$ cat config.mk
export PLATFORM = sky130hd
export DESIGN_NAME = vector_euclidean_distance_top
export DESIGN_NICKNAME = d
export VERILOG_FILES = /design/src/rtl/ved_pkg.sv /design/src/rtl/ved_accum.sv /design/src/rtl/ved_sqrt_cell.sv /design/src/rtl/vector_euclidean_distance_top.sv
export SDC_FILE = /design/constraint.sdc
export NUM_CORES = 2
export LEC_CHECK = 0
export ABC_AREA = 1
export BUFFER_PORTS_ARGS = -buffer_cell sky130_fd_sc_hd__buf_2
export CELL_PAD_IN_SITES_DETAIL_PLACEMENT = 0
export CELL_PAD_IN_SITES_GLOBAL_PLACEMENT = 1
export CORE_ASPECT_RATIO = 1.2
export CORE_MARGIN = 5
export CORE_UTILIZATION = 54
export DETAILED_ROUTE_END_ITERATION = 8
export GPL_TIMING_DRIVEN = 0
export PLACE_DENSITY_LB_ADDON = 0.1
export SYNTH_ARGS = -nofsm -noshare
export SYNTH_HDL_FRONTEND = slang
export SYNTH_SLANG_ARGS = --single-unit
$ cat constraint.sdc
create_clock -name clock -period 294.2 [get_ports clock]
set_clock_uncertainty 0.15 [all_clocks]
set_input_delay 88.26 -clock clock [delete_from_list [all_inputs] [get_ports clock]]
set_output_delay 88.26 -clock clock [all_outputs]
set_load 0.05 [all_outputs]
$ cat src/rtl/ved_pkg.sv
package ved_pkg;

   // configuration port geometry
   localparam int CSR_IDX_W  = 1;
   localparam int CSR_LEN_W  = 13;
   localparam int CSR_DATA_W = 13;

   // register indexes
   localparam logic [CSR_IDX_W-1:0] REG_VECTOR_LENGTH = 1'b0;
   localparam logic [CSR_IDX_W-1:0] REG_COMPLEX_MODE  = 1'b1;

   // result width
   localparam int DIST_W = 23;

   // configuration handed to the accumulator
   typedef struct packed {
      logic [CSR_LEN_W-1:0] vector_length;
      logic                 complex_mode;
   } cfg_type;

endpackage

$ cat src/rtl/ved_accum.sv
module ved_accum #(
   parameter int SAMPLE_WIDTH = 16,
   parameter int MAX_LENGTH   = 4096,
   parameter int SUM_W        = 47
) (
   input  logic                           clock,
   input  logic                           reset,
   input  logic                           advance,
   input  logic                           req_accept,
   input  logic signed [SAMPLE_WIDTH-1:0] a_real,
   input  logic signed [SAMPLE_WIDTH-1:0] a_imag,
   input  logic signed [SAMPLE_WIDTH-1:0] b_real,
   input  logic signed [SAMPLE_WIDTH-1:0] b_imag,
   input  ved_pkg::cfg_type               cfg,
   output logic                           total_valid,
   output logic [SUM_W-1:0]               total
);
   import ved_pkg::*;

   localparam int DIFF_W = SAMPLE_WIDTH + 1;
   localparam int PROD_W = 2 * DIFF_W;
   localparam int SQ_W   = 2 * SAMPLE_WIDTH + 1;
   localparam int ADD_W  = SQ_W + 1;
   localparam int LEN_W  = $clog2(MAX_LENGTH + 1);
   localparam int CMP_W  = ((LEN_W > CSR_LEN_W) ? LEN_W : CSR_LEN_W) + 1;

   // element counter and end-of-vector detect
   logic [LEN_W-1:0] count_ff, count_in;
   logic [CMP_W-1:0] len_raw, len_max, len_eff, count_next;
   logic             last;

   // stage a: differences
   logic signed [DIFF_W-1:0] diff_r_ff, diff_r_in, diff_i_ff, diff_i_in;
   logic                     a_vld_ff, a_last_ff;

   // stage b: squares summed
   logic signed [PROD_W-1:0] prod_r, prod_i;
   logic [ADD_W-1:0]         add_ff, add_in;
   logic                     b_vld_ff, b_last_ff;

   // stage c: running sum
   logic [SUM_W-1:0] sum_ff, sum_in, tot_ff, tot_in, tot_next;
   logic             tv_ff, tv_in;

   // effective length, clamped to 1..MAX_LENGTH
   always_comb begin
      len_raw    = CMP_W'(cfg.vector_length);
      len_max    = CMP_W'(MAX_LENGTH);
      if (len_raw == '0) begin
         len_eff = CMP_W'(1);
      end else if (len_raw > len_max) begin
         len_eff = len_max;
      end else begin
         len_eff = len_raw;
      end
      count_next = CMP_W'(count_ff) + CMP_W'(1);
      last       = (count_next >= len_eff);
      count_in   = last ? '0 : LEN_W'(count_next);
   end

   // differences, imaginary part only in complex mode
   always_comb begin
      diff_r_in = DIFF_W'(a_real) - DIFF_W'(b_real);
      diff_i_in = cfg.complex_mode ? (DIFF_W'(a_imag) - DIFF_W'(b_imag)) : '0;
   end

   // squares and their sum
   always_comb begin
      prod_r = PROD_W'(diff_r_ff) * PROD_W'(diff_r_ff);
      prod_i = PROD_W'(diff_i_ff) * PROD_W'(diff_i_ff);
      add_in = ADD_W'(prod_r[SQ_W-1:0]) + ADD_W'(prod_i[SQ_W-1:0]);
   end

   // accumulate, hand the total on at the end of a vector
   always_comb begin
      tot_next = sum_ff + SUM_W'(add_ff);
      sum_in   = sum_ff;
      tot_in   = tot_ff;
      tv_in    = 1'b0;
      if (b_vld_ff) begin
         if (b_last_ff) begin
            sum_in = '0;
            tot_in = tot_next;
            tv_in  = 1'b1;
         end else begin
            sum_in = tot_next;
         end
      end
   end

   always_ff @(posedge clock) begin
      if (reset) begin
         count_ff  <= '0;
         a_vld_ff  <= 1'b0;
         a_last_ff <= 1'b0;
         b_vld_ff  <= 1'b0;
         b_last_ff <= 1'b0;
         sum_ff    <= '0;
         tv_ff     <= 1'b0;
      end else if (advance) begin
         if (req_accept) begin
            count_ff <= count_in;
         end
         a_vld_ff  <= req_accept;
         a_last_ff <= last;
         b_vld_ff  <= a_vld_ff;
         b_last_ff <= a_last_ff;
         sum_ff    <= sum_in;
         tv_ff     <= tv_in;
      end
   end

   // payload registers
   always_ff @(posedge clock) begin
      if (advance) begin
         diff_r_ff <= diff_r_in;
         diff_i_ff <= diff_i_in;
         add_ff    <= add_in;
         tot_ff    <= tot_in;
      end
   end

   assign total_valid = tv_ff;
   assign total       = tot_ff;

endmodule

$ cat src/rtl/ved_sqrt_cell.sv
module ved_sqrt_cell #(
   parameter int REM_W  = 47,
   parameter int ROOT_W = 48,
   parameter int SHIFT  = 46
) (
   input  logic              clock,
   input  logic              reset,
   input  logic              advance,
   input  logic              vld_i,
   input  logic [REM_W-1:0]  rem_i,
   input  logic [ROOT_W-1:0] root_i,
   output logic              vld_o,
   output logic [REM_W-1:0]  rem_o,
   output logic [ROOT_W-1:0] root_o
);
   localparam int CW = (REM_W > ROOT_W + 1) ? REM_W : ROOT_W + 1;
   localparam logic [ROOT_W:0] BIT = {{ROOT_W{1'b0}}, 1'b1} << SHIFT;

   logic              vld_ff;
   logic [REM_W-1:0]  rem_ff, rem_in;
   logic [ROOT_W-1:0] root_ff, root_in;
   logic [CW-1:0]     trial;
   logic              ge;

   // one restoring square-root step for this bit pair
   always_comb begin
      trial = CW'({1'b0, root_i} + BIT);
      ge    = (CW'(rem_i) >= trial);
      if (ge) begin
         rem_in  = REM_W'(CW'(rem_i) - trial);
         root_in = ROOT_W'(({1'b0, root_i} >> 1) + BIT);
      end else begin
         rem_in  = rem_i;
         root_in = root_i >> 1;
      end
   end

   always_ff @(posedge clock) begin
      if (reset) begin
         vld_ff <= 1'b0;
      end else if (advance) begin
         vld_ff <= vld_i;
      end
   end

   always_ff @(posedge clock) begin
      if (advance) begin
         rem_ff  <= rem_in;
         root_ff <= root_in;
      end
   end

   assign vld_o  = vld_ff;
   assign rem_o  = rem_ff;
   assign root_o = root_ff;

endmodule

$ cat src/rtl/vector_euclidean_distance_top.sv
// channel  | handshake               | payload
// req      | req_valid / req_ready   | req_a_real, req_a_imag, req_b_real, req_b_imag
// rsp      | rsp_valid / rsp_ready   | rsp_distance
// csr      | csr_write_enable        | csr_index, csr_write_data
//
// one element pair per cycle is taken while the result side keeps up
// the last pair of a vector passes 3 + (SUM_W+1)/2 + 1 registers (28 at defaults):
// stages a, b, c, the square-root cells, the output register; one root bit per cell
// a held result (rsp_valid high, rsp_ready low) freezes the whole pipeline and
// drops req_ready; synchronous reset empties it and restores length 1, real mode
module vector_euclidean_distance_top #(
   parameter int MAX_LENGTH   = 4096,
   parameter int SAMPLE_WIDTH = 16
) (
   input  logic                               clock,
   input  logic                               reset,
   input  logic                               req_valid,
   output logic                               req_ready,
   input  logic signed [SAMPLE_WIDTH-1:0]     req_a_real,
   input  logic signed [SAMPLE_WIDTH-1:0]     req_a_imag,
   input  logic signed [SAMPLE_WIDTH-1:0]     req_b_real,
   input  logic signed [SAMPLE_WIDTH-1:0]     req_b_imag,
   output logic                               rsp_valid,
   input  logic                               rsp_ready,
   output logic [ved_pkg::DIST_W-1:0]         rsp_distance,
   input  logic                               csr_write_enable,
   input  logic [ved_pkg::CSR_IDX_W-1:0]      csr_index,
   input  logic [ved_pkg::CSR_DATA_W-1:0]     csr_write_data
);
   import ved_pkg::*;

   localparam int SUM_W  = 2 * SAMPLE_WIDTH + 2 + $clog2(MAX_LENGTH) + 1;
   localparam int STEPS  = (SUM_W + 1) / 2;
   localparam int ROOT_W = (2 * STEPS > DIST_W) ? 2 * STEPS : DIST_W;

   cfg_type          cfg_ff;
   logic             advance, req_accept;
   logic             total_valid;
   logic [SUM_W-1:0] total;

   logic              vld_s  [0:STEPS];
   logic [SUM_W-1:0]  rem_s  [0:STEPS];
   logic [ROOT_W-1:0] root_s [0:STEPS];

   logic              rsp_valid_ff;
   logic [DIST_W-1:0] dist_ff;

   // whole pipeline moves unless a result is held
   assign advance    = !rsp_valid_ff || rsp_ready;
   assign req_ready  = advance;
   assign req_accept = req_valid && advance;

   // configuration registers
   always_ff @(posedge clock) begin
      if (reset) begin
         cfg_ff.vector_length <= CSR_LEN_W'(1);
         cfg_ff.complex_mode  <= 1'b0;
      end else if (csr_write_enable) begin
         unique case (csr_index)
            REG_VECTOR_LENGTH: cfg_ff.vector_length <= csr_write_data[CSR_LEN_W-1:0];
            REG_COMPLEX_MODE:  cfg_ff.complex_mode  <= csr_write_data[0];
         endcase
      end
   end

   // differences, squares and running sum
   ved_accum #(
      .SAMPLE_WIDTH (SAMPLE_WIDTH),
      .MAX_LENGTH   (MAX_LENGTH),
      .SUM_W        (SUM_W)
   ) u_accum (
      .clock       (clock),
      .reset       (reset),
      .advance     (advance),
      .req_accept  (req_accept),
      .a_real      (req_a_real),
      .a_imag      (req_a_imag),
      .b_real      (req_b_real),
      .b_imag      (req_b_imag),
      .cfg         (cfg_ff),
      .total_valid (total_valid),
      .total       (total)
   );

   // square-root cell row
   assign vld_s[0]  = total_valid;
   assign rem_s[0]  = total;
   assign root_s[0] = '0;

   for (genvar k = 0; k < STEPS; k++) begin : g_cell
      ved_sqrt_cell #(
         .REM_W  (SUM_W),
         .ROOT_W (ROOT_W),
         .SHIFT  (2 * (STEPS - 1 - k))
      ) u_cell (
         .clock   (clock),
         .reset   (reset),
         .advance (advance),
         .vld_i   (vld_s[k]),
         .rem_i   (rem_s[k]),
         .root_i  (root_s[k]),
         .vld_o   (vld_s[k+1]),
         .rem_o   (rem_s[k+1]),
         .root_o  (root_s[k+1])
      );
   end

   // output register
   always_ff @(posedge clock) begin
      if (reset) begin
         rsp_valid_ff <= 1'b0;
      end else if (advance) begin
         rsp_valid_ff <= vld_s[STEPS];
      end
   end

   always_ff @(posedge clock) begin
      if (advance) begin
         dist_ff <= root_s[STEPS][DIST_W-1:0];
      end
   end

   assign rsp_valid    = rsp_valid_ff;
   assign rsp_distance = dist_ff;

endmodule
==> results.py <==
metrics = {
    "grt": {
        "grt_max_degree": 78,
        "antenna_found_initial": 4,
        "globalRouteOverflowTotal": 0,
        "grt_pass1_wl_mm": 475,
        "track_usage_pct": 28.6,
        "grt_pass1_vias": 84300,
    },
    "place": {
        "dpl-instance-area_um2": 114000,
        "dp_hpwl_mm": 253,
        "place.gp.congestion": 0.979,
        "io_buffer_count": 106,
    },
    "drt": {
        "drc": 0,
        "vias": 83800,
        "first_pass_iters": 6,
        "wl_per_cell_um": 19.9,
        "drt-total-wl_mm": 307,
        "drt-vias-per-instance": 5.43,
        "drt_iter0_markers": 6062,
        "detail-route-antenna-nets": 0,
    },
    "logic_synthesis": {
        "synth_nets": 13600,
        "synthFlopType": "edfxtp_1",
        "avgSynthCellArea_um2": 8.90,
        "netlist_instances": 12300,
        "yosysUniqueCellTypes": 73,
        "ys_warn_count": 0,
        "synth-edff-count": 1518,
        "synth_seq_cells": 1622,
        "synth_area_um2": 110000,
        "yosysSeqAreaShare_pct": 43.4,
        "synthArstFlopShare_pct": 0,
    },
    "cts": {
        "cts_hold_buffers": 0,
        "clkTransAtPathRegs_ns": 0.06,
        "post_cts_buffers": 0,
        "clock_path_buffers": 3,
        "cts-resized-gates": 0,
        "htree_levels": 4,
        "cts_tree": "yes",
        "clock_sinks": 1622,
        "clk_latency_ns": 0.84,
        "cts_made_buffers": 162,
        "cts-root-buf": "clkbuf_16",
    },
    "cells_and_area": {
        "final_common_cell": "nand2_1",
        "syn_to_final_growth_pct": 9.18,
        "nNetsFinal": 13900,
        "final_area_um2": 120000,
        "layout-drive-gt1-share_pct": 5.39,
        "final_cell_mix": "nand2_1, inv_1, edfxtp_1",
    },
    "sta": {
        "fin_crit_ns": 180.11,
        "maxSlewViolCount": 0,
        "fmax_ghz": 0.00555,
        "setup_viol": 0,
        "worst_slew_pin_slew_ns": 1.07,
        "hold_viol_final": 0,
        "period_share_pct": 61.2,
        "rsz0062_at_grt": "false",
        "relSlewSlack_pct": 28.9,
        "fin_tns_setup_ns": 0,
    },
    "worst_setup_path": {
        "required_ns": 205.79,
        "timing.reg2reg.setup_slack_ns": 284.69,
        "crit_fanout": 71,
        "endpoint_kind": "output port",
        "rr_startpoint": "u_accum.diff_r_ff[5]$_DFFE_PN_",
        "setup.worst_path.end": "req_ready",
        "rr_worst_depth": 30,
        "path_class": "in2out",
        "timing.rr.end": "u_accum.add_ff[29]$_DFFE_PN_",
        "crit_arrival_ns": 91.70,
        "critPathLaunchType": "input pin",
        "crit_start": "rsp_ready",
    },
    "run": {
        "maxCapViolCount": 0,
    },
    "floorplanning": {
        "die_area_um2": 213000,
        "die_h_um": 504,
        "core-area_um2": 203000,
        "core.rowCount": 181,
        "die_x_um": 422,
        "num_io_pins": 108,
        "initial_core_util_pct": 54.2,
    },
    "worst_hold_path": {
        "hold_depth": 0,
        "hold_class": "reg2reg",
    },
    "outcome": {
        "outcome": "finished, final reports clean",
    },
}
==> worst max-delay path: stages <==
cell	delay [ns]
buf_2	0.08
nor2_1	0.07
inv_1	0.10
clkbuf_1	0.35
clkbuf_4	0.60
buf_16	0.37
buf_16	0.34
buf_16	0.37
buf_16	0.34
buf_16	0.28
buf_2	0.33
==> cells by family (layout without fill, tap and decap cells) <==
kind of cell             Yosys count  in the layout  share of synthesized area [%]
other                              1              2                        0.00341
flip-flops                      1622           1622                           43.4
buffers and inverters           2449           2876                           8.69
AO/OA/AOI/OAI                   1415           1415                           7.26
AND/OR/NAND/NOR                 5273           5273                           20.5
adder cells (fa/ha/maj)         1132           1132                           16.6
XOR/XNOR                         456            456                           3.63
==> stage by stage <==
| stage | utilization [%] | std cells | setup slack (ns) | hold slack [ns] |
|---|---|---|---|---|
| 2_1_floorplan | - | 12300 | 77.07 | 0.250 |
| 3_3_place_gp | 56.1 | 15100 | 59.15 | 0.252 |
| 6_report | 59.2 | 15400 | 114.09 | 0.264 |
| 4_1_cts | 59.2 | 15400 | 114.05 | 0.262 |
| 5_1_grt | 59.2 | 15400 | 113.80 | 0.276 |
| 3_5_place_dp | 56.4 | 15100 | 114.06 | 0.255 |
==> cell usage after synthesis (all sizes together), types with 139 or more instances <==
library cell  number  area, um^2
nand2           2824       10700
inv             2272        8550
edfxtp          1518       45600
nor2            1146        4440
a21oi            691        3660
nand3            617        3180
ha               596        7460
fa               536       10700
o21ai            518        2740
xor2             260        2280
nand4            221        1380
xnor2            196        1720
nor3             164         852
nor4             139         885
==> layer usage <==
metal	up-vias	part of all wire, %	GRT usage (%)
li1	40800	-	-
met1	40100	39	34.4
met2	2266	51	51.9
met3	621	4.2	2.87
met4	0	5.1	12.7
met5	-	0	0
==> final cells by class <==
| cell class | count | area, um^2 |
|---|---|---|
| clock buffer | 201 | 4380 |
| sequential | 1622 | 47700 |
| tap | 2653 | 3320 |
| buffer | 177 | 1000 |
| fill | 17800 | 82700 |
| multi-input combinational | 8277 | 52700 |
| antenna | 1 | 2.50 |
| timing repair buffer | 129 | 1140 |
| clock inverter | 97 | 1240 |
| inverter | 2272 | 8550 |
==> state kept, by name, indices dropped and copies added (netlist names), 13 cells and up <==
| name | count |
|---|---|
| u_accum.add_ff | 34 |
| cfg_ff | 14 |
| g_cell.u_cell.rem_o | 1081 |
| u_accum.sum_ff | 47 |
| u_accum.diff_i_ff | 17 |
| u_accum.diff_r_ff | 17 |
| u_accum.count_ff | 13 |
| g_cell.u_cell.vld_o | 24 |
| u_accum.total | 47 |
| rsp_distance | 23 |
| g_cell.u_cell.root_o | 299 |
==> how the worst min path moves through the flow <==
stage          slack (ns)                                   end                              startpoint
3_5_place_dp         0.25   g_cell[0].u_cell.rem_o[0]$_DFFE_PN_              u_accum.total[0]$_DFFE_PP_
3_3_place_gp         0.25            rsp_distance[14]$_DFFE_PN_  g_cell[23].u_cell.root_o[14]$_DFFE_PN_
5_1_grt              0.28            rsp_distance[16]$_DFFE_PN_  g_cell[23].u_cell.root_o[16]$_DFFE_PN_
6_report             0.26  g_cell[0].u_cell.rem_o[18]$_DFFE_PN_             u_accum.total[18]$_DFFE_PP_
4_1_cts              0.26  g_cell[0].u_cell.rem_o[18]$_DFFE_PN_             u_accum.total[18]$_DFFE_PP_
2_1_floorplan        0.25   g_cell[0].u_cell.rem_o[0]$_DFFE_PN_              u_accum.total[0]$_DFFE_PP_
Power is not shown: default switching activity piles up to over one toggle a cycle in this logic, so the estimate is an artifact.
